### config.mk
export PLATFORM = sky130hd
export DESIGN_NAME = char_lcd_i2c_backpack_writer
export DESIGN_NICKNAME = d
export VERILOG_FILES = /design/src/rtl/core/clbw_pkg.sv /design/src/rtl/core/clbw_front.sv /design/src/rtl/core/clbw_fifo.sv /design/src/rtl/core/clbw_back.sv /design/src/rtl/core/char_lcd_i2c_backpack_writer.sv
export SDC_FILE = /design/constraint.sdc
export NUM_CORES = 1
export LEC_CHECK = 0
export BUFFER_PORTS_ARGS = -buffer_cell sky130_fd_sc_hd__clkbuf_2
export CELL_PAD_IN_SITES_DETAIL_PLACEMENT = 1
export CELL_PAD_IN_SITES_GLOBAL_PLACEMENT = 1
export CORE_ASPECT_RATIO = 0.9
export CORE_MARGIN = 1.5
export CORE_UTILIZATION = 31
export CTS_CLUSTER_SIZE = 10
export DETAILED_ROUTE_END_ITERATION = 16
export PLACE_DENSITY = 0.6
export RECOVER_POWER = 25
export SYNTH_ARGS = -nofsm -noshare
export SYNTH_HDL_FRONTEND = slang
export SYNTH_SLANG_ARGS = --single-unit
### constraint.sdc
create_clock -name clk -period 2.7 [get_ports clk]
set_input_delay 0.135 -clock clk [delete_from_list [all_inputs] [get_ports clk]]
set_output_delay 0.135 -clock clk [all_outputs]
set_load 0.03 [all_outputs]
### src/rtl/core/clbw_pkg.sv
// ----------------------------------------------------------------------------
// clbw_pkg
// Shared types, codes and command tables for the character LCD backpack writer.
// ----------------------------------------------------------------------------
package clbw_pkg;

  // Configuration register indexes
  localparam int CFG_IDX_W = 3;
  localparam logic [CFG_IDX_W-1:0] CFG_RS_MASK        = 3'd0;
  localparam logic [CFG_IDX_W-1:0] CFG_ENABLE_MASK    = 3'd1;
  localparam logic [CFG_IDX_W-1:0] CFG_BACKLIGHT_MASK = 3'd2;
  localparam logic [CFG_IDX_W-1:0] CFG_ROW0_BASE      = 3'd3;
  localparam logic [CFG_IDX_W-1:0] CFG_ROW1_BASE      = 3'd4;

  // Request kinds
  localparam logic [2:0] REQ_INIT   = 3'd0;
  localparam logic [2:0] REQ_CLEAR  = 3'd1;
  localparam logic [2:0] REQ_CURSOR = 3'd2;
  localparam logic [2:0] REQ_CHAR   = 3'd3;
  localparam logic [2:0] REQ_INT    = 3'd4;

  // Display commands and characters
  localparam logic [7:0] LCD_CMD_CLEAR = 8'h01;
  localparam logic [7:0] CH_ZERO       = 8'h30;
  localparam logic [7:0] CH_MINUS      = 8'h2D;

  // Settle waits
  localparam logic [12:0] WAIT_STROBE_HI = 13'd1;
  localparam logic [12:0] WAIT_STROBE_LO = 13'd50;

  // Op queue
  localparam int QDEPTH = 2;
  localparam int QPTR_W = $clog2(QDEPTH);
  localparam int QCNT_W = $clog2(QDEPTH + 1);

  // Extra wait added to the strobe-low write of an op's final nibble
  typedef enum logic [2:0] {
    EXT_NONE,
    EXT_1000,
    EXT_2000,
    EXT_4000,
    EXT_5000
  } clbw_ext_t;

  // One queued op: a full byte (two nibbles) or a single high nibble
  typedef struct packed {
    logic [7:0] code;
    logic       data;
    logic       nib_only;
    clbw_ext_t  ext;
    logic       last;
  } clbw_op_t;

  typedef struct packed {
    logic [7:0] rs_mask;
    logic [7:0] enable_mask;
    logic [7:0] backlight_mask;
  } clbw_masks_t;

  typedef struct packed {
    logic              full;
    logic              empty;
    logic [QCNT_W-1:0] count;
  } clbw_qstat_t;

  typedef enum logic [2:0] {
    F_IDLE,
    F_CMD,
    F_SIGN,
    F_CONV,
    F_DIGIT
  } clbw_fstate_t;

  function automatic logic [12:0] ext_us(clbw_ext_t e);
    logic [12:0] v;
    unique case (e)
      EXT_1000: v = 13'd1000;
      EXT_2000: v = 13'd2000;
      EXT_4000: v = 13'd4000;
      EXT_5000: v = 13'd5000;
      default:  v = 13'd0;
    endcase
    return v;
  endfunction

  // Power-up sequence: three 8-bit-mode nibbles, switch to 4-bit, then setup
  function automatic clbw_op_t init_op(logic [2:0] idx);
    clbw_op_t op;
    op.data     = 1'b0;
    op.nib_only = 1'b0;
    op.last     = 1'b0;
    unique case (idx)
      3'd0: begin op.code = 8'h30; op.nib_only = 1'b1; op.ext = EXT_5000; end
      3'd1: begin op.code = 8'h30; op.nib_only = 1'b1; op.ext = EXT_1000; end
      3'd2: begin op.code = 8'h30; op.nib_only = 1'b1; op.ext = EXT_1000; end
      3'd3: begin op.code = 8'h20; op.nib_only = 1'b1; op.ext = EXT_1000; end
      3'd4: begin op.code = 8'h28; op.ext = EXT_2000; end
      3'd5: begin op.code = 8'h0C; op.ext = EXT_2000; end
      3'd6: begin op.code = 8'h06; op.ext = EXT_2000; end
      default: begin op.code = LCD_CMD_CLEAR; op.ext = EXT_4000; op.last = 1'b1; end
    endcase
    return op;
  endfunction

endpackage

### src/rtl/core/clbw_front.sv
// ----------------------------------------------------------------------------
// clbw_front
// Accepts requests and breaks them into byte/nibble ops for the op queue.
// ----------------------------------------------------------------------------
module clbw_front import clbw_pkg::*; (
  input  logic              clk,
  input  logic              rst,
  input  logic              in_valid,
  output logic              in_ready,
  input  logic [2:0]        req_type,
  input  logic [5:0]        column,
  input  logic              row,
  input  logic [7:0]        char_code,
  input  logic signed [15:0] number,
  input  logic [7:0]        row0_base,
  input  logic [7:0]        row1_base,
  input  clbw_qstat_t       qstat,
  output logic              push,
  output clbw_op_t          push_op
);

  clbw_fstate_t    state, state_next;
  logic [2:0]      kind, kind_next;
  logic [5:0]      col, col_next;
  logic            rsel, rsel_next;
  logic [7:0]      ch, ch_next;
  logic [2:0]      idx, idx_next;
  logic [15:0]     mag, mag_next;
  logic [4:0][3:0] bcd, bcd_next;
  logic [4:0][3:0] adj;
  logic [3:0]      cnt, cnt_next;
  logic            started, started_next;
  logic [15:0]     num_u;
  clbw_op_t        cmd_op;
  logic [3:0]      dig;

  assign num_u    = $unsigned(number);
  assign in_ready = (state == F_IDLE);

  // add-3 correction ahead of each double-dabble shift
  always_comb begin
    for (int i = 0; i < 5; i++) begin
      adj[i] = (bcd[i] >= 4'd5) ? bcd[i] + 4'd3 : bcd[i];
    end
  end

  assign dig = bcd[idx];

  always_comb begin
    cmd_op.data     = 1'b0;
    cmd_op.nib_only = 1'b0;
    cmd_op.ext      = EXT_NONE;
    cmd_op.last     = 1'b1;
    cmd_op.code     = LCD_CMD_CLEAR;
    unique case (kind)
      REQ_INIT:   cmd_op = init_op(idx);
      REQ_CLEAR:  cmd_op.ext = EXT_4000;
      REQ_CURSOR: begin
        cmd_op.code = (rsel ? row1_base : row0_base) + {2'b00, col};
        cmd_op.ext  = EXT_2000;
      end
      REQ_CHAR: begin
        cmd_op.code = ch;
        cmd_op.data = 1'b1;
      end
      default: begin
        // integer zero
        cmd_op.code = CH_ZERO;
        cmd_op.data = 1'b1;
      end
    endcase
  end

  always_comb begin
    state_next   = state;
    kind_next    = kind;
    col_next     = col;
    rsel_next    = rsel;
    ch_next      = ch;
    idx_next     = idx;
    mag_next     = mag;
    bcd_next     = bcd;
    cnt_next     = cnt;
    started_next = started;
    push         = 1'b0;
    push_op      = cmd_op;
    unique case (state)
      F_IDLE: begin
        if (in_valid) begin
          kind_next = req_type;
          col_next  = column;
          rsel_next = row;
          ch_next   = char_code;
          idx_next  = 3'd0;
          cnt_next  = 4'd0;
          bcd_next  = '0;
          mag_next  = num_u[15] ? (~num_u + 16'd1) : num_u;
          unique case (req_type) inside
            REQ_INIT, REQ_CLEAR, REQ_CURSOR, REQ_CHAR: state_next = F_CMD;
            REQ_INT: begin
              if (num_u == 16'd0) state_next = F_CMD;
              else if (num_u[15]) state_next = F_SIGN;
              else                state_next = F_CONV;
            end
            default: state_next = F_IDLE;
          endcase
        end
      end
      F_CMD: begin
        push = !qstat.full;
        if (push) begin
          if (cmd_op.last) state_next = F_IDLE;
          else             idx_next   = idx + 3'd1;
        end
      end
      F_SIGN: begin
        push_op.code     = CH_MINUS;
        push_op.data     = 1'b1;
        push_op.nib_only = 1'b0;
        push_op.ext      = EXT_NONE;
        push_op.last     = 1'b0;
        push = !qstat.full;
        if (push) state_next = F_CONV;
      end
      F_CONV: begin
        bcd_next = {adj[4][2:0], adj[3], adj[2], adj[1], adj[0], mag[15]};
        mag_next = {mag[14:0], 1'b0};
        cnt_next = cnt + 4'd1;
        if (cnt == 4'd15) begin
          state_next   = F_DIGIT;
          idx_next     = 3'd4;
          started_next = 1'b0;
        end
      end
      F_DIGIT: begin
        push_op.code     = CH_ZERO | {4'h0, dig};
        push_op.data     = 1'b1;
        push_op.nib_only = 1'b0;
        push_op.ext      = EXT_NONE;
        push_op.last     = (idx == 3'd0);
        if (!started && dig == 4'd0 && idx != 3'd0) begin
          idx_next = idx - 3'd1;     // leading zero
        end else begin
          push = !qstat.full;
          if (push) begin
            started_next = 1'b1;
            if (idx == 3'd0) state_next = F_IDLE;
            else             idx_next   = idx - 3'd1;
          end
        end
      end
      default: state_next = F_IDLE;
    endcase
  end

  always_ff @(posedge clk) begin
    if (rst) begin
      state <= F_IDLE;
    end else begin
      state <= state_next;
    end
  end

  always_ff @(posedge clk) begin
    kind    <= kind_next;
    col     <= col_next;
    rsel    <= rsel_next;
    ch      <= ch_next;
    idx     <= idx_next;
    mag     <= mag_next;
    bcd     <= bcd_next;
    cnt     <= cnt_next;
    started <= started_next;
  end

endmodule

### src/rtl/core/clbw_fifo.sv
// ----------------------------------------------------------------------------
// clbw_fifo
// Short op queue between the request front end and the write sequencer.
// ----------------------------------------------------------------------------
module clbw_fifo import clbw_pkg::*; (
  input  logic        clk,
  input  logic        rst,
  input  logic        push,
  input  clbw_op_t    push_op,
  input  logic        pop,
  output clbw_op_t    pop_op,
  output clbw_qstat_t qstat
);

  clbw_op_t          q [QDEPTH];
  logic [QPTR_W-1:0] wr_ptr, rd_ptr;
  logic [QCNT_W-1:0] count;

  assign pop_op      = q[rd_ptr];
  assign qstat.count = count;
  assign qstat.full  = (count == QCNT_W'(QDEPTH));
  assign qstat.empty = (count == '0);

  always_ff @(posedge clk) begin
    if (rst) begin
      wr_ptr <= '0;
      rd_ptr <= '0;
      count  <= '0;
    end else begin
      if (push) wr_ptr <= wr_ptr + QPTR_W'(1);
      if (pop)  rd_ptr <= rd_ptr + QPTR_W'(1);
      if (push && !pop)      count <= count + QCNT_W'(1);
      else if (pop && !push) count <= count - QCNT_W'(1);
    end
  end

  always_ff @(posedge clk) begin
    if (push) q[wr_ptr] <= push_op;
  end

endmodule

### src/rtl/core/clbw_back.sv
// ----------------------------------------------------------------------------
// clbw_back
// Expands each queued op into strobe-high/strobe-low expander writes.
// ----------------------------------------------------------------------------
module clbw_back import clbw_pkg::*; (
  input  logic        clk,
  input  logic        rst,
  input  clbw_qstat_t qstat,
  input  clbw_op_t    pop_op,
  output logic        pop,
  input  clbw_masks_t masks,
  output logic        out_valid,
  input  logic        out_ready,
  output logic [7:0]  expander_byte,
  output logic [12:0] wait_after_us,
  output logic        last
);

  clbw_op_t    cur;
  logic        cur_valid;
  logic [1:0]  phase;
  logic        slot_free, adv, final_nib, final_wr;
  logic [3:0]  nib;
  logic [7:0]  base_byte;
  logic [7:0]  wr_byte;
  logic [12:0] wr_wait;

  assign slot_free = !out_valid || out_ready;
  assign adv       = cur_valid && slot_free;
  assign final_nib = cur.nib_only || phase[1];
  assign final_wr  = final_nib && phase[0];
  assign pop       = !qstat.empty && (!cur_valid || (adv && final_wr));

  assign nib       = phase[1] ? cur.code[3:0] : cur.code[7:4];
  assign base_byte = {nib, 4'h0} | masks.backlight_mask | (cur.data ? masks.rs_mask : 8'h00);

  always_comb begin
    if (!phase[0]) begin
      wr_byte = base_byte | masks.enable_mask;
      wr_wait = WAIT_STROBE_HI;
    end else begin
      wr_byte = base_byte & ~masks.enable_mask;
      wr_wait = WAIT_STROBE_LO + (final_nib ? ext_us(cur.ext) : 13'd0);
    end
  end

  always_ff @(posedge clk) begin
    if (rst) begin
      cur_valid <= 1'b0;
      out_valid <= 1'b0;
      phase     <= 2'd0;
    end else begin
      if (pop) begin
        cur_valid <= 1'b1;
        phase     <= 2'd0;
      end else if (adv) begin
        if (final_wr) cur_valid <= 1'b0;
        phase <= phase + 2'd1;
      end
      if (adv)            out_valid <= 1'b1;
      else if (out_ready) out_valid <= 1'b0;
    end
  end

  always_ff @(posedge clk) begin
    if (pop) cur <= pop_op;
    if (adv) begin
      expander_byte <= wr_byte;
      wait_after_us <= wr_wait;
      last          <= cur.last && final_wr;
    end
  end

endmodule

### src/rtl/core/char_lcd_i2c_backpack_writer.sv
// ----------------------------------------------------------------------------
// char_lcd_i2c_backpack_writer
// Converts display requests into expander writes for a 4-bit character LCD.
// ----------------------------------------------------------------------------
// Each request (init, clear, set cursor, character, signed integer) becomes a
// run of expander bytes, one word on the out channel per write, each with the
// settle wait in microseconds to observe after it and last set on the final
// write. Every LCD byte goes out as high nibble then low nibble, each nibble as
// an enable-high write (1 us) and an enable-low write (50 us plus any command
// delay). The front end accepts a request, splits it into byte ops and drops
// them into a two-deep queue; the back end turns each op into writes at one
// word per cycle while out_ready is high and the queue holds ops. Request
// sizes: init is 24 writes, clear/cursor/char 4 writes, an integer 4 writes
// per sign or digit (up to 24). Integers also pass through a shift-and-add-3
// binary-to-decimal converter before the first digit can be queued, and
// leading zeros are then skipped one digit at a time; a sign byte drains in
// parallel with the conversion. in_ready rises again as soon as the front end
// has queued the last op, so the next request is taken while the back end is
// still emitting. Codes 5-7 produce no writes. Configuration (cfg_we/cfg_index/
// cfg_data) must be written only while idle; the block does not enforce this.
// Indexes beyond 4 are ignored.
// ----------------------------------------------------------------------------
module char_lcd_i2c_backpack_writer import clbw_pkg::*; (
  input  logic                 clk,
  input  logic                 rst,
  // configuration
  input  logic                 cfg_we,
  input  logic [CFG_IDX_W-1:0] cfg_index,
  input  logic [7:0]           cfg_data,
  // request channel
  input  logic                 in_valid,
  output logic                 in_ready,
  input  logic [2:0]           req_type,
  input  logic [5:0]           column,
  input  logic                 row,
  input  logic [7:0]           char_code,
  input  logic signed [15:0]   number,
  // expander write channel
  output logic                 out_valid,
  input  logic                 out_ready,
  output logic [7:0]           expander_byte,
  output logic [12:0]          wait_after_us,
  output logic                 last
);

  // configuration registers
  clbw_masks_t masks;
  logic [7:0]  row0_base;
  logic [7:0]  row1_base;

  always_ff @(posedge clk) begin
    if (rst) begin
      masks.rs_mask        <= 8'h01;
      masks.enable_mask    <= 8'h04;
      masks.backlight_mask <= 8'h08;
      row0_base            <= 8'h80;
      row1_base            <= 8'hC0;
    end else if (cfg_we) begin
      case (cfg_index)
        CFG_RS_MASK:        masks.rs_mask        <= cfg_data;
        CFG_ENABLE_MASK:    masks.enable_mask    <= cfg_data;
        CFG_BACKLIGHT_MASK: masks.backlight_mask <= cfg_data;
        CFG_ROW0_BASE:      row0_base            <= cfg_data;
        CFG_ROW1_BASE:      row1_base            <= cfg_data;
        default: ;  // unused index
      endcase
    end
  end

  // front end -> op queue -> write sequencer
  logic        push, pop;
  clbw_op_t    push_op, pop_op;
  clbw_qstat_t qstat;

  clbw_front u_front (
    .clk       (clk),
    .rst       (rst),
    .in_valid  (in_valid),
    .in_ready  (in_ready),
    .req_type  (req_type),
    .column    (column),
    .row       (row),
    .char_code (char_code),
    .number    (number),
    .row0_base (row0_base),
    .row1_base (row1_base),
    .qstat     (qstat),
    .push      (push),
    .push_op   (push_op)
  );

  clbw_fifo u_fifo (
    .clk     (clk),
    .rst     (rst),
    .push    (push),
    .push_op (push_op),
    .pop     (pop),
    .pop_op  (pop_op),
    .qstat   (qstat)
  );

  clbw_back u_back (
    .clk           (clk),
    .rst           (rst),
    .qstat         (qstat),
    .pop_op        (pop_op),
    .pop           (pop),
    .masks         (masks),
    .out_valid     (out_valid),
    .out_ready     (out_ready),
    .expander_byte (expander_byte),
    .wait_after_us (wait_after_us),
    .last          (last)
  );

  // queue occupancy never exceeds its depth
  a_queue_bound: assert property (@(posedge clk) disable iff (rst)
    qstat.count <= QCNT_W'(QDEPTH))
    else $error("op queue overflow");

  // front end never pushes into a full queue
  a_no_push_full: assert property (@(posedge clk) disable iff (rst)
    push |-> !qstat.full)
    else $error("push while queue full");

  // final word of a request is always an enable-low write
  a_last_is_low: assert property (@(posedge clk) disable iff (rst)
    (out_valid && last) |-> (wait_after_us >= WAIT_STROBE_LO))
    else $error("last on enable-high write");

  // every wait is either the strobe time or a settle time
  a_wait_kinds: assert property (@(posedge clk) disable iff (rst)
    out_valid |-> (wait_after_us == WAIT_STROBE_HI || wait_after_us >= WAIT_STROBE_LO))
    else $error("bad settle wait");

endmodule

==> metrics.md <==
| Metric | Value |
|---|---|
| Die W | around 180 um |
| Clk_skew | ~0.019 ns |
| VDD IR max | around 0.43 mV |
| Avg WL per Cell | 15.6 um |
| Syn_nets | between 800 and 900 |
| Slew @ Worst Pin | 2.05 ns |
| CP Class | flip-flop to flip-flop |
| Clock transition at path regs | 0.08 ns |
| Outcome | complete, but fails checks |
| CP endpoint kind | flip-flop |
| Hold Path End | u_back.out_valid |
| Placed Area | about 0.0094 mm2 |
| Initial antenna violation count | 0 |
| Number of synthesis warnings | 0 |
| Share of flip-flops with an asynchronous set or reset | 0 |
| I/O Buffers | 72 |
| Final instance area | 0.0103 mm2 |
| Worst reg-to-reg setup slack | 0.20 ns |
| Gr usage total | 0.150 |
| Vias after detailed routing | 6193 |
| Number of nets still failing antenna checks after routing | 0 |
| Total Wirelength | 20.2 mm |
| Unrepaired setup endpoints after global routing | false |
| Clk_lat worst skew | 0.45 ns |
| Clk root buf | clkbuf_16 |
| CP cell instances | buf_4 > mux2_2 > ha_1 > inv_1 > fa_1 > nor2b_2 > nor3_1 > a21oi_1 > o22ai_1 > o21a_1 > o22a_1 |
| Ys flop type | edfxtp_1 |
| Largest net degree at the start of global routing | 41 |
| Worst Path Required | approximately 2.9 ns |
| Setup crit start kind | flip-flop |
| I/O pins | 74 |
| Layout cells sized above 1 | 0.157 |
| First-pass GRT wire length | 33.5 mm |
| Post-Syn Area | around 0.0085 mm2 |
| End of the worst register-to-register path | u_fifo.q[1][8] |
| Fmax | around 0.40 GHz |
| Total die area | 0.0283 mm2 |
| Final HPWL DP | between 10 and 15 mm |
| Post-synthesis average cell area | 10.4 um2 |
| GPL Wtd Cong | between 0.8 and 0.9 |
| Cell Rows | 57 |
| Top-count cell post-synth | nand2_1 |
| Crit path buf inv count | 2 |
| Final nets | 1004 |
| Max-Cap Viols | 1 |
| Post-synth top cells | 136 x nand2_1, 125 x edfxtp_1, 84 x a21oi_1 |
| DR pass1 iterations | 4 |
| Total negative slack | 0 ns |
| Post-synth EDFFs | 125 |
| Failing checks | capacitance limit, slew limit |
| Iteration-0 DRC count of the detailed router | about 280 |
| Seq cells post-synth | between 150 and 200 |
| Unique masters post-synth | 57 |
| RR Startpoint | u_front.rsel |
| CTS H-Tree Depth | 4 |
| CTS tree | done |
| Post-synth top area share | 0.444 |
| Initial Utilization | 0.315 |
| Die Ht | 160 um |
| Arrival time worst endpoint | 2.68 ns |
| Slowest cell on the critical path | edfxtp_1 |
| Antenna Cells | 0 |
| Post-Syn Instances | 811 |
| DRC viols | 0 |
| Post-synthesis sequential area ratio | 0.564 |
| Max stage delay on crit path | 0.40 ns |
| Worst Hold Class | input pin to flip-flop |
| Area Overhead vs Synth | 21.5% |
| Min cycle time layout | roughly 2.5 ns |
| Pwr/cell area | 801 mW/mm2 |
| Max-Slew Margin vs Limit | -0.369 |
| CTS Buf Count | 17 |
| # setup viols final | 0 |
| Hold Vio Cnt, Final | 0 |
| Core area | ~0.027 mm2 |
| CTS Buffer Depth | 2 |
| CP max FO | 6 |
| Lkg Pwr | 0.00375 uW |
| Final slew viol count | slightly above 40 |
| Cell family with most CP delay | compound AO/OA/AOI/OAI gates |
| WHS Path Cells | 4 |
| Vias per Instance | 4.79 |
| Synth area leader | edfxtp_1 |
| Clock sinks | about 180 |
| Period utilization | 0.926 |
| Top post-synthesis cells by area | edfxtp_1 44%, dfxtp_1 12%, nand2_1 6.0% |
| Min-delay src | out_ready |
| Number of global-route vias before repair | 6348 |
| Reg2reg path depth | 11 |
| Total gr overflow | 0 |
## where the power goes
group	internal (uW)	switching [uW]	leakage [uW]	total (uW)
clock network	1340	1370	0.000317	2710
logic	722	1160	0.00182	1880
registers	3400	242	0.00161	3650
total	5460	2770	0.00375	8230
## worst max-delay path by stage
stage,cells past startpoint,end,startpoint
after floorplan,4,u_front.bcd[0],u_front.state[0]
final,11,u_fifo.q[1][8],u_front.rsel
after global routing,11,u_fifo.q[1][13],u_front.rsel
after detailed placement,10,u_fifo.q[1][13],u_front.rsel
after global placement,10,u_fifo.q[0][13],u_front.rsel
after CTS,10,u_fifo.q[1][13],u_front.rsel
## per-stage QoR
stage          std cells  utilization  power (uW)  hold WS (ns)  setup slack, ns
2_1_floorplan        811            -        4960         0.234           0.0746
3_3_place_gp        1234        0.349        5560         0.313            0.141
3_5_place_dp        1234        0.349        5590         0.314            0.146
4_1_cts             1291        0.383        8360       0.00464           0.0848
5_1_grt             1294        0.382        8670        0.0405           0.0387
6_report            1294        0.382        8230        0.0341            0.200
## cell usage in the layout (no fill, tap or decap), types with 9 or more instances in the layout
master and n:
a21oi_1 83, buf_4 31, clkbuf_1 31, clkbuf_16 17
clkbuf_2 45, dfxtp_1 51, dlygate4sd3_1 25, edfxtp_1 125
ha_1 26, inv_1 25, mux2_2 23, mux2i_1 12
nand2_1 136, nand2b_1 14, nand3_1 9, nand3b_1 11
nor2_1 66, nor2b_1 9, nor3_1 15, o21ai_0 42
xnor2_1 16, xor2_1 23
## what timing repair did
item                                   in CTS  in global routing
resized for setup                           0                  4
hold buffers                               25                  0
setup buffers                               0                  3
endpoints found under the hold margin      33                  0
setup endpoints to repair                   0                 11
## routing by layer
layer / global-route usage / share of wire
met1: 0.210 / 0.50
met2: 0.235 / 0.45
met3: 0.0333 / 0.038
met4: 0.0324 / 0.0070
met5: 0 / 0
## registers in the layout, summed over array words and instances (netlist names), 6 cells and up
register and cells:
masks 24, row0_base 8, row1_base 8, u_back.cur 14
u_back.expander_byte 8, u_back.wait_after_us 12, u_fifo.q 28, u_front.bcd 20
u_front.ch 8, u_front.col 6, u_front.mag 16
## final cells by class
| class | instances | area, um2 |
|---|---|---|
| fillers | 3047 | 16600 |
| flip-flops and latches | 176 | 4770 |
| multi-input cells | 573 | 3460 |
| repair buffers | 133 | 845 |
| well taps | 354 | 443 |
| clock buffers | 17 | 425 |
| clock inverters | 15 | 234 |
| inverters | 26 | 97.6 |
## cells by family after synthesis
family,after synthesis,share of synthesized area
AND/OR/NAND/NOR,295,0.159
flip-flops,176,0.564
AO/OA/AOI/OAI,175,0.119
buffers and inverters,62,0.0297
XOR/XNOR,39,0.0404
multiplexers,36,0.0461
adder cells (fa/ha/maj),27,0.0408
other,1,0.000443
## worst register-to-register path: stages (launching register included)
cell and delay [ns]:
edfxtp_1 0.40, buf_4 0.18, mux2_2 0.22, ha_1 0.16, inv_1 0.06, fa_1 0.38
nor2b_2 0.15, nor3_1 0.06, a21oi_1 0.13, o22ai_1 0.12, o21a_1 0.18, o22a_1 0.20
(Power assumes the default switching activity.)
